`src/scd_pkg.sv`:
```
// Types and constants of the serial CAN frame deframer.
package scd_pkg;

  localparam logic [7:0] START_BYTE        = 8'hAA;
  localparam logic [7:0] END_BYTE          = 8'hBB;
  localparam logic [4:0] LENGTH_POS        = 5'd4;
  localparam logic [4:0] ID_FIRST_POS      = 5'd5;
  localparam logic [4:0] PAYLOAD_FIRST_POS = 5'd9;
  localparam int         MAX_PAYLOAD       = 8;

  localparam logic [1:0] STATUS_OK      = 2'd0;
  localparam logic [1:0] STATUS_BAD_END = 2'd1;
  localparam logic [1:0] STATUS_BAD_LEN = 2'd2;

  localparam int RESULT_BITS = 102;
  localparam int TDATA_BITS  = 104;

  typedef struct packed {
    logic       valid;
    logic [7:0] data;
  } byte_stage_t;

  typedef struct packed {
    logic [1:0]  frame_status;
    logic [31:0] can_id;
    logic [3:0]  payload_length;
    logic [63:0] payload_bytes;
  } result_t;

  typedef struct packed {
    logic    load;
    result_t res;
  } result_load_t;

endpackage

```
`src/serial_can_frame_deframer_top.sv`:
```
// Top level of the serial CAN frame deframer.
//
//  channel | dir | payload
//  in_     | in  | tdata[7:0] rx_byte
//  out_    | out | tdata[103:0] frame_status, can_id, payload_length, payload_bytes
//
// One byte per cycle is accepted while in_tready is high; each byte is parsed in
// a single pass between the input register and the result register, so a result
// is loaded into the result register as the byte that ends its frame is taken.
// Reset (rst_n low, synchronous) empties both registers and returns the parser to idle.
// in_tready drops only while a frame-ending byte waits in the input register
// and the result register holds an untaken result.
module serial_can_frame_deframer_top #(
  parameter int MAX_PAYLOAD = scd_pkg::MAX_PAYLOAD
) (
  input  logic          clk,
  input  logic          rst_n,
  input  logic          in_tvalid,
  output logic          in_tready,
  input  logic [7:0]    in_tdata,   // [7:0] rx_byte
  output logic          out_tvalid,
  input  logic          out_tready,
  output logic [103:0]  out_tdata   // [1:0] frame_status, [33:2] can_id,
                                    // [37:34] payload_length, [101:38] payload_bytes
);

  scd_pkg::byte_stage_t  stage;
  scd_pkg::result_load_t result;
  logic                  take;
  logic                  room;

  scd_in_reg u_in_reg (
    .clk       (clk),
    .rst_n     (rst_n),
    .in_tvalid (in_tvalid),
    .in_tready (in_tready),
    .in_tdata  (in_tdata),
    .take      (take),
    .stage     (stage)
  );

  scd_assembler #(
    .MAX_PAYLOAD (MAX_PAYLOAD)
  ) u_assembler (
    .clk    (clk),
    .rst_n  (rst_n),
    .stage  (stage),
    .room   (room),
    .take   (take),
    .result (result)
  );

  scd_out_reg u_out_reg (
    .clk        (clk),
    .rst_n      (rst_n),
    .result     (result),
    .room       (room),
    .out_tvalid (out_tvalid),
    .out_tready (out_tready),
    .out_tdata  (out_tdata)
  );

endmodule

```
`src/scd_in_reg.sv`:
```
// Input register stage for received serial bytes.
module scd_in_reg (
  input  logic               clk,
  input  logic               rst_n,
  input  logic               in_tvalid,
  output logic               in_tready,
  input  logic [7:0]         in_tdata,
  input  logic               take,
  output scd_pkg::byte_stage_t stage
);

  logic       valid_r, valid_nxt;
  logic [7:0] data_r;
  logic       load;

  assign in_tready = !valid_r || take;
  assign load      = in_tvalid && in_tready;

  always_comb begin
    valid_nxt = valid_r;
    if (load) begin
      valid_nxt = 1'b1;
    end else if (take) begin
      valid_nxt = 1'b0;
    end
  end

  always_ff @(posedge clk) begin
    if (!rst_n) begin
      valid_r <= 1'b0;
    end else begin
      valid_r <= valid_nxt;
    end
  end

  always_ff @(posedge clk) begin
    if (load) begin
      data_r <= in_tdata;
    end
  end

  assign stage.valid = valid_r;
  assign stage.data  = data_r;

endmodule

```
`src/scd_assembler.sv`:
```
// Frame parser: tracks position, collects identifier and payload, builds results.
module scd_assembler #(
  parameter int MAX_PAYLOAD = scd_pkg::MAX_PAYLOAD
) (
  input  logic                  clk,
  input  logic                  rst_n,
  input  scd_pkg::byte_stage_t  stage,
  input  logic                  room,
  output logic                  take,
  output scd_pkg::result_load_t result
);

  logic        recv_r, recv_nxt;
  logic [4:0]  pos_r, pos_nxt;
  logic [3:0]  len_r, len_nxt;
  logic [31:0] id_r, id_nxt;
  logic [63:0] pay_r, pay_nxt;

  logic        produces;
  scd_pkg::result_t res;
  logic [7:0]  b;
  logic [3:0]  len_eff;
  logic [4:0]  end_pos;
  logic [4:0]  k;

  assign b = stage.data;

  always_comb begin
    recv_nxt = recv_r;
    pos_nxt  = pos_r;
    len_nxt  = len_r;
    id_nxt   = id_r;
    pay_nxt  = pay_r;
    produces = 1'b0;
    res      = '0;
    len_eff  = (pos_r == scd_pkg::LENGTH_POS) ? b[3:0] : len_r;
    end_pos  = scd_pkg::PAYLOAD_FIRST_POS + {1'b0, len_eff};
    k        = pos_r - scd_pkg::PAYLOAD_FIRST_POS;
    if (!recv_r) begin
      if (b == scd_pkg::START_BYTE) begin
        recv_nxt = 1'b1;
        pos_nxt  = '0;
        len_nxt  = '0;
        id_nxt   = '0;
        pay_nxt  = '0;
      end
    end else if (pos_r == scd_pkg::LENGTH_POS && b > 8'(MAX_PAYLOAD)) begin
      // oversize length: end the frame here with everything zeroed
      produces         = 1'b1;
      res.frame_status = scd_pkg::STATUS_BAD_LEN;
      recv_nxt         = 1'b0;
      pos_nxt          = '0;
      len_nxt          = '0;
    end else if (pos_r < end_pos) begin
      len_nxt = len_eff;
      if (pos_r >= scd_pkg::ID_FIRST_POS && pos_r < scd_pkg::PAYLOAD_FIRST_POS) begin
        id_nxt = {b, id_r[31:8]};
      end else if (pos_r >= scd_pkg::PAYLOAD_FIRST_POS) begin
        pay_nxt[8*k[2:0] +: 8] = pay_r[8*k[2:0] +: 8] | b;
      end
      pos_nxt = pos_r + 5'd1;
    end else begin
      produces           = 1'b1;
      res.frame_status   = (b == scd_pkg::END_BYTE) ? scd_pkg::STATUS_OK
                                                    : scd_pkg::STATUS_BAD_END;
      res.can_id         = id_r;
      res.payload_length = len_r;
      res.payload_bytes  = pay_r;
      recv_nxt           = 1'b0;
      pos_nxt            = '0;
      len_nxt            = '0;
    end
  end

  // hold a frame-ending byte while the result register is still occupied
  assign take        = stage.valid && (!produces || room);
  assign result.load = take && produces;
  assign result.res  = res;

  always_ff @(posedge clk) begin
    if (!rst_n) begin
      recv_r <= 1'b0;
      pos_r  <= '0;
      len_r  <= '0;
    end else if (take) begin
      recv_r <= recv_nxt;
      pos_r  <= pos_nxt;
      len_r  <= len_nxt;
    end
  end

  always_ff @(posedge clk) begin
    if (take) begin
      id_r  <= id_nxt;
      pay_r <= pay_nxt;
    end
  end

endmodule

```
`src/scd_out_reg.sv`:
```
// Result register driving the output stream.
module scd_out_reg (
  input  logic                            clk,
  input  logic                            rst_n,
  input  scd_pkg::result_load_t           result,
  output logic                            room,
  output logic                            out_tvalid,
  input  logic                            out_tready,
  output logic [scd_pkg::TDATA_BITS-1:0]  out_tdata
);

  logic             valid_r, valid_nxt;
  scd_pkg::result_t res_r;

  assign room = !valid_r || out_tready;

  always_comb begin
    valid_nxt = valid_r;
    if (result.load) begin
      valid_nxt = 1'b1;
    end else if (out_tready) begin
      valid_nxt = 1'b0;
    end
  end

  always_ff @(posedge clk) begin
    if (!rst_n) begin
      valid_r <= 1'b0;
    end else begin
      valid_r <= valid_nxt;
    end
  end

  always_ff @(posedge clk) begin
    if (result.load) begin
      res_r <= result.res;
    end
  end

  assign out_tvalid = valid_r;
  assign out_tdata  = {(scd_pkg::TDATA_BITS - scd_pkg::RESULT_BITS)'(0),
                       res_r.payload_bytes, res_r.payload_length,
                       res_r.can_id, res_r.frame_status};

endmodule

```
`config.mk`:
```
export PLATFORM = sky130hd
export DESIGN_NAME = serial_can_frame_deframer_top
export DESIGN_NICKNAME = d
export VERILOG_FILES = /design/src/scd_pkg.sv /design/src/serial_can_frame_deframer_top.sv /design/src/scd_in_reg.sv /design/src/scd_assembler.sv /design/src/scd_out_reg.sv
export SDC_FILE = /design/constraint.sdc
export NUM_CORES = 1
export LEC_CHECK = 0
export BUFFER_PORTS_ARGS = -buffer_cell sky130_fd_sc_hd__buf_2
export CAP_MARGIN = 10
export CELL_PAD_IN_SITES_DETAIL_PLACEMENT = 1
export CELL_PAD_IN_SITES_GLOBAL_PLACEMENT = 1
export CORE_MARGIN = 3
export CORE_UTILIZATION = 43
export DETAILED_ROUTE_END_ITERATION = 8
export HOLD_SLACK_MARGIN = 0.08
export PLACE_DENSITY = 0.75
export SLEW_MARGIN = 20
export SYNTH_ARGS = -nofsm -noshare
export SYNTH_HDL_FRONTEND = slang
export SYNTH_SLANG_ARGS = --single-unit
```
`constraint.sdc`:
```
create_clock -name clk -period 10.7 [get_ports clk]
set_input_delay 1.605 -clock clk [delete_from_list [all_inputs] [get_ports clk]]
set_output_delay 1.605 -clock clk [all_outputs]
set_load 0.02 [all_outputs]
```
==> flow_summary.yaml <==
status:
  outcome: "complete, no violations"
clock_tree:
  root_buffer: "clkbuf_16"
  cts.repair.resized: 0
  path_clk_slew_ns: 0.06
  holdBufCountCts: 0
  numCtsBuffers: 24
  insertion_delay_ns: 0.52
  clock_path_buffers: 3
  cts_tree: "yes"
  cts_htree_levels: 1
  post_cts_buffers: 0
  cts_sinks: 218
floorplanning:
  io_pins: 118
  die_w_um: 156
  coreArea_sq_um: 22000
  die_h_um: 156
  num_rows: 54
  start_util_pct: 44.0
  dieArea_sq_um: 24300
global_route:
  grt_pass1_wl_mm: 37.4
  first_global_vias: 6655
  grt_overflow: 0
  grt_max_degree: 69
  grt_use_total_pct: 19.4
  antenna_found_initial: 1
placement:
  pre_cts_ws_ns: 5.19
  hpwl_mm: 16.0
  port_buffers: 115
  placed_area_sq_um: 10500
  gp_congestion: 0.880
worst_setup_path:
  crit_path_end_kind: "primary output"
  r2r_cells: 14
  cp-startpoint: "u_assembler.pos_r[1]"
  r2r_start: "u_assembler.pos_r[1]"
  cp.required_ns: 9.10
  reg2reg_slack_ns: 5.55
  start_kind: "flop"
  crit_fanout: 10
  slowest_stage: "a211oi_2"
  r2r_end: "u_assembler.pay_r[60]"
  cp_slowest_stage_delay_ns: 0.61
  critPathKind: "flop to primary output"
  crit_path_cell_trace: "inv_1 -> ha_1 -> and4bb_1 -> mux2_2 -> ha_1 -> inv_1 -> o21a_1 -> ha_1 -> a21oi_1 -> o21ai_0 -> a211oi_2 -> nor2_1 -> nand2_1 -> buf_2"
  crit_arrival_ns: 4.49
  cpLargestDelayFamily: "compound AO/OA/AOI/OAI gates"
  cp.buffers_inverters: 3
  cp_num_cells: 14
  crit_top_cell: "ha_1"
detailed_routing:
  ant_nets: 0
  dr.pass1.iters: 5
  drc: 0
  drt_wl_total_mm: 23.7
  routedWlPerCell_um: 21.3
  vias_per_cell: 5.68
  dr.first_iter.drc_count: 429
  num_vias: 6309
timing:
  maxSlewHeadroom_pct: 27.2
  max_freq_mhz: 164
  fin_crit_sh_pct: 57.0
  layout_min_cycle_time_ns: 6.10
  tightest_slew_ns: 1.08
  fin_setup_tns_ns: 0
  final-setup-viol-count: 0
  fin_worst_skew_ns: 0.0144
  rsz0062_at_grt: "no"
  drv_slew: 0
  hold_slack_ns: 0.504
  worst_slack_ns: 4.60
  finalHoldViolCount: 0
final_layout:
  diodes: 0
  syn_to_final_growth_pct: 17.4
  fin_area_sq_um: 11300
  drive_gt1_share_pct: 23.2
  final_nets: 839
  utilization_pct: 51.6
synthesis:
  synth_compound_area_share_pct: 7.15
  synthAdderAreaFrac_pct: 1.68
  synth_top_family_by_area: "simple AND/OR/NAND/NOR gates"
  synthXorXnorAreaFrac_pct: 0.272
  postSynthCellCount: 700
  synth_enable_flop_cells: 206
  synthFlopType: "edfxtp_1"
  synth.area.mux_share_pct: 5.55
  yosysMostFrequentCell: "edfxtp_1"
  synth-simple-area-share_pct: 16.5
  ys_warn_count: 0
  synth_commonest_cells: "edfxtp_1, and2_1, nor2_1"
  async_reset_ff_share_pct: 0
  ys_top_cells_by_area: "edfxtp_1, and2_1, a22oi_1"
  synth.distinct_cells: 54
  synth_area_per_cell_sq_um: 13.8
  synth_top_area_cell: "edfxtp_1"
  synth_area_sq_um: 9660
  synth_top_area_share_pct: 64.1
  ys_seq_area_share_pct: 66.6
  ys_ff_latch: 218
power_and_ir_drop:
  p_clk_share_pct: 46.7
  power.share.switching_pct: 19.9
  p_leak_uw: 0.00381
  p_switching_uw: 351
  p_int_uw: 1410
  pwr-share-comb_pct: 0.7
  seqPwrFrac_pct: 52.7
  powerDensity_nw_per_um2: 155
  irDropWorstVdd_mv: 0.112
min_path:
  whs_endpoint: "u_assembler.len_r[2]"
  holdCritPathClass: "flop to flop"
  worstHoldStart: "u_assembler.len_r[2]"
  whs_path_depth: 2
flow_run:
  cap_violations: 0
[cells by family (layout without fill, tap and decap cells)]
group,count (synthesis),count (layout)
simple gates,297,297
flops,218,218
compound gates,89,89
buf+inv,47,177
mux,32,32
fa+ha+maj,13,13
xor+xnor,3,3
other cells,1,2
[stage by stage]
| stage | total power [uW] | instances |
|---|---|---|
| 5_1_grt | 1820 | 1111 |
| 3_5_place_dp | 958 | 1067 |
| 3_3_place_gp | 957 | 1067 |
| 4_1_cts | 1780 | 1110 |
| 6_report | 1760 | 1111 |
| 2_1_floorplan | 951 | 701 |
[power by group through the flow]
stage / registers, uW / logic [uW] / clock network, uW
floorplan: 944 / 7.10 / 0
global placement: 946 / 10.9 / 0
detailed placement: 946 / 11.3 / 0
CTS: 928 / 11.5 / 841
global route: 928 / 12.5 / 877
finish: 928 / 11.5 / 822
[worst register-to-register path, cell delays in order (launching register included)]
cell and delay, ns:
dfxtp_1 0.41, inv_1 0.17, ha_1 0.24, and4bb_1 0.54
mux2_2 0.44, ha_1 0.20, inv_1 0.09, o21a_1 0.16
ha_1 0.27, a21oi_1 0.14, o21ai_0 0.30, a211oi_2 0.61
o21ai_0 0.30, a21oi_4 0.19, buf_4 0.68
[layer usage]
metal  up-vias  part of all wire (%)  GRT usage (%)
li1       2826                     -              -
met1      3183                    42           25.9
met2       228                    48           32.1
met3        70                   5.4           3.05
met4         2                   3.9           7.70
met5         -                 0.046              0
[how the worst max path moves through the flow]
stage                             endpoint  slack, ns
floorplan           u_out_reg.out_tdata[0]       2.82
global placement                 in_tready       5.46
detailed placement               in_tready       5.19
CTS                              in_tready       4.61
global route                     in_tready       4.27
finish                           in_tready       4.60
[placed cells by master (no fill, tap or decap), types with 11 or more instances in the layout]
cell and instances:
nand3_1 15, clkbuf_16 24, nor2_1 84, nand2_1 24, and2_1 133, dfxtp_1 12, mux2i_1 13, nor3_1 11
edfxtp_1 206, buf_2 115, mux4_2 16, a22oi_1 48, ha_1 13
[flip-flops by register name (all words and copies together), names as in the netlist]
register and flops:
u_out_reg.out_tdata 102, u_assembler.pay_r 64, u_assembler.id_r 32, u_in_reg.data_r 8
u_assembler.pos_r 5, u_assembler.len_r 4, u_assembler.recv_r 1, u_in_reg.valid_r 1
u_out_reg.out_tvalid 1
[layout make-up]
type                            instances  area, sq um
Clock buffer                           24          601
Clock inverter                         19          189
Fill cell                            2201        10600
Inverter                                8         30.0
Multi-Input combinational cell        436         3060
Sequential cell                       218         6430
Tap cell                              280          350
Timing Repair Buffer                  126          678
Note: power is estimated with default switching activity, not from simulation.
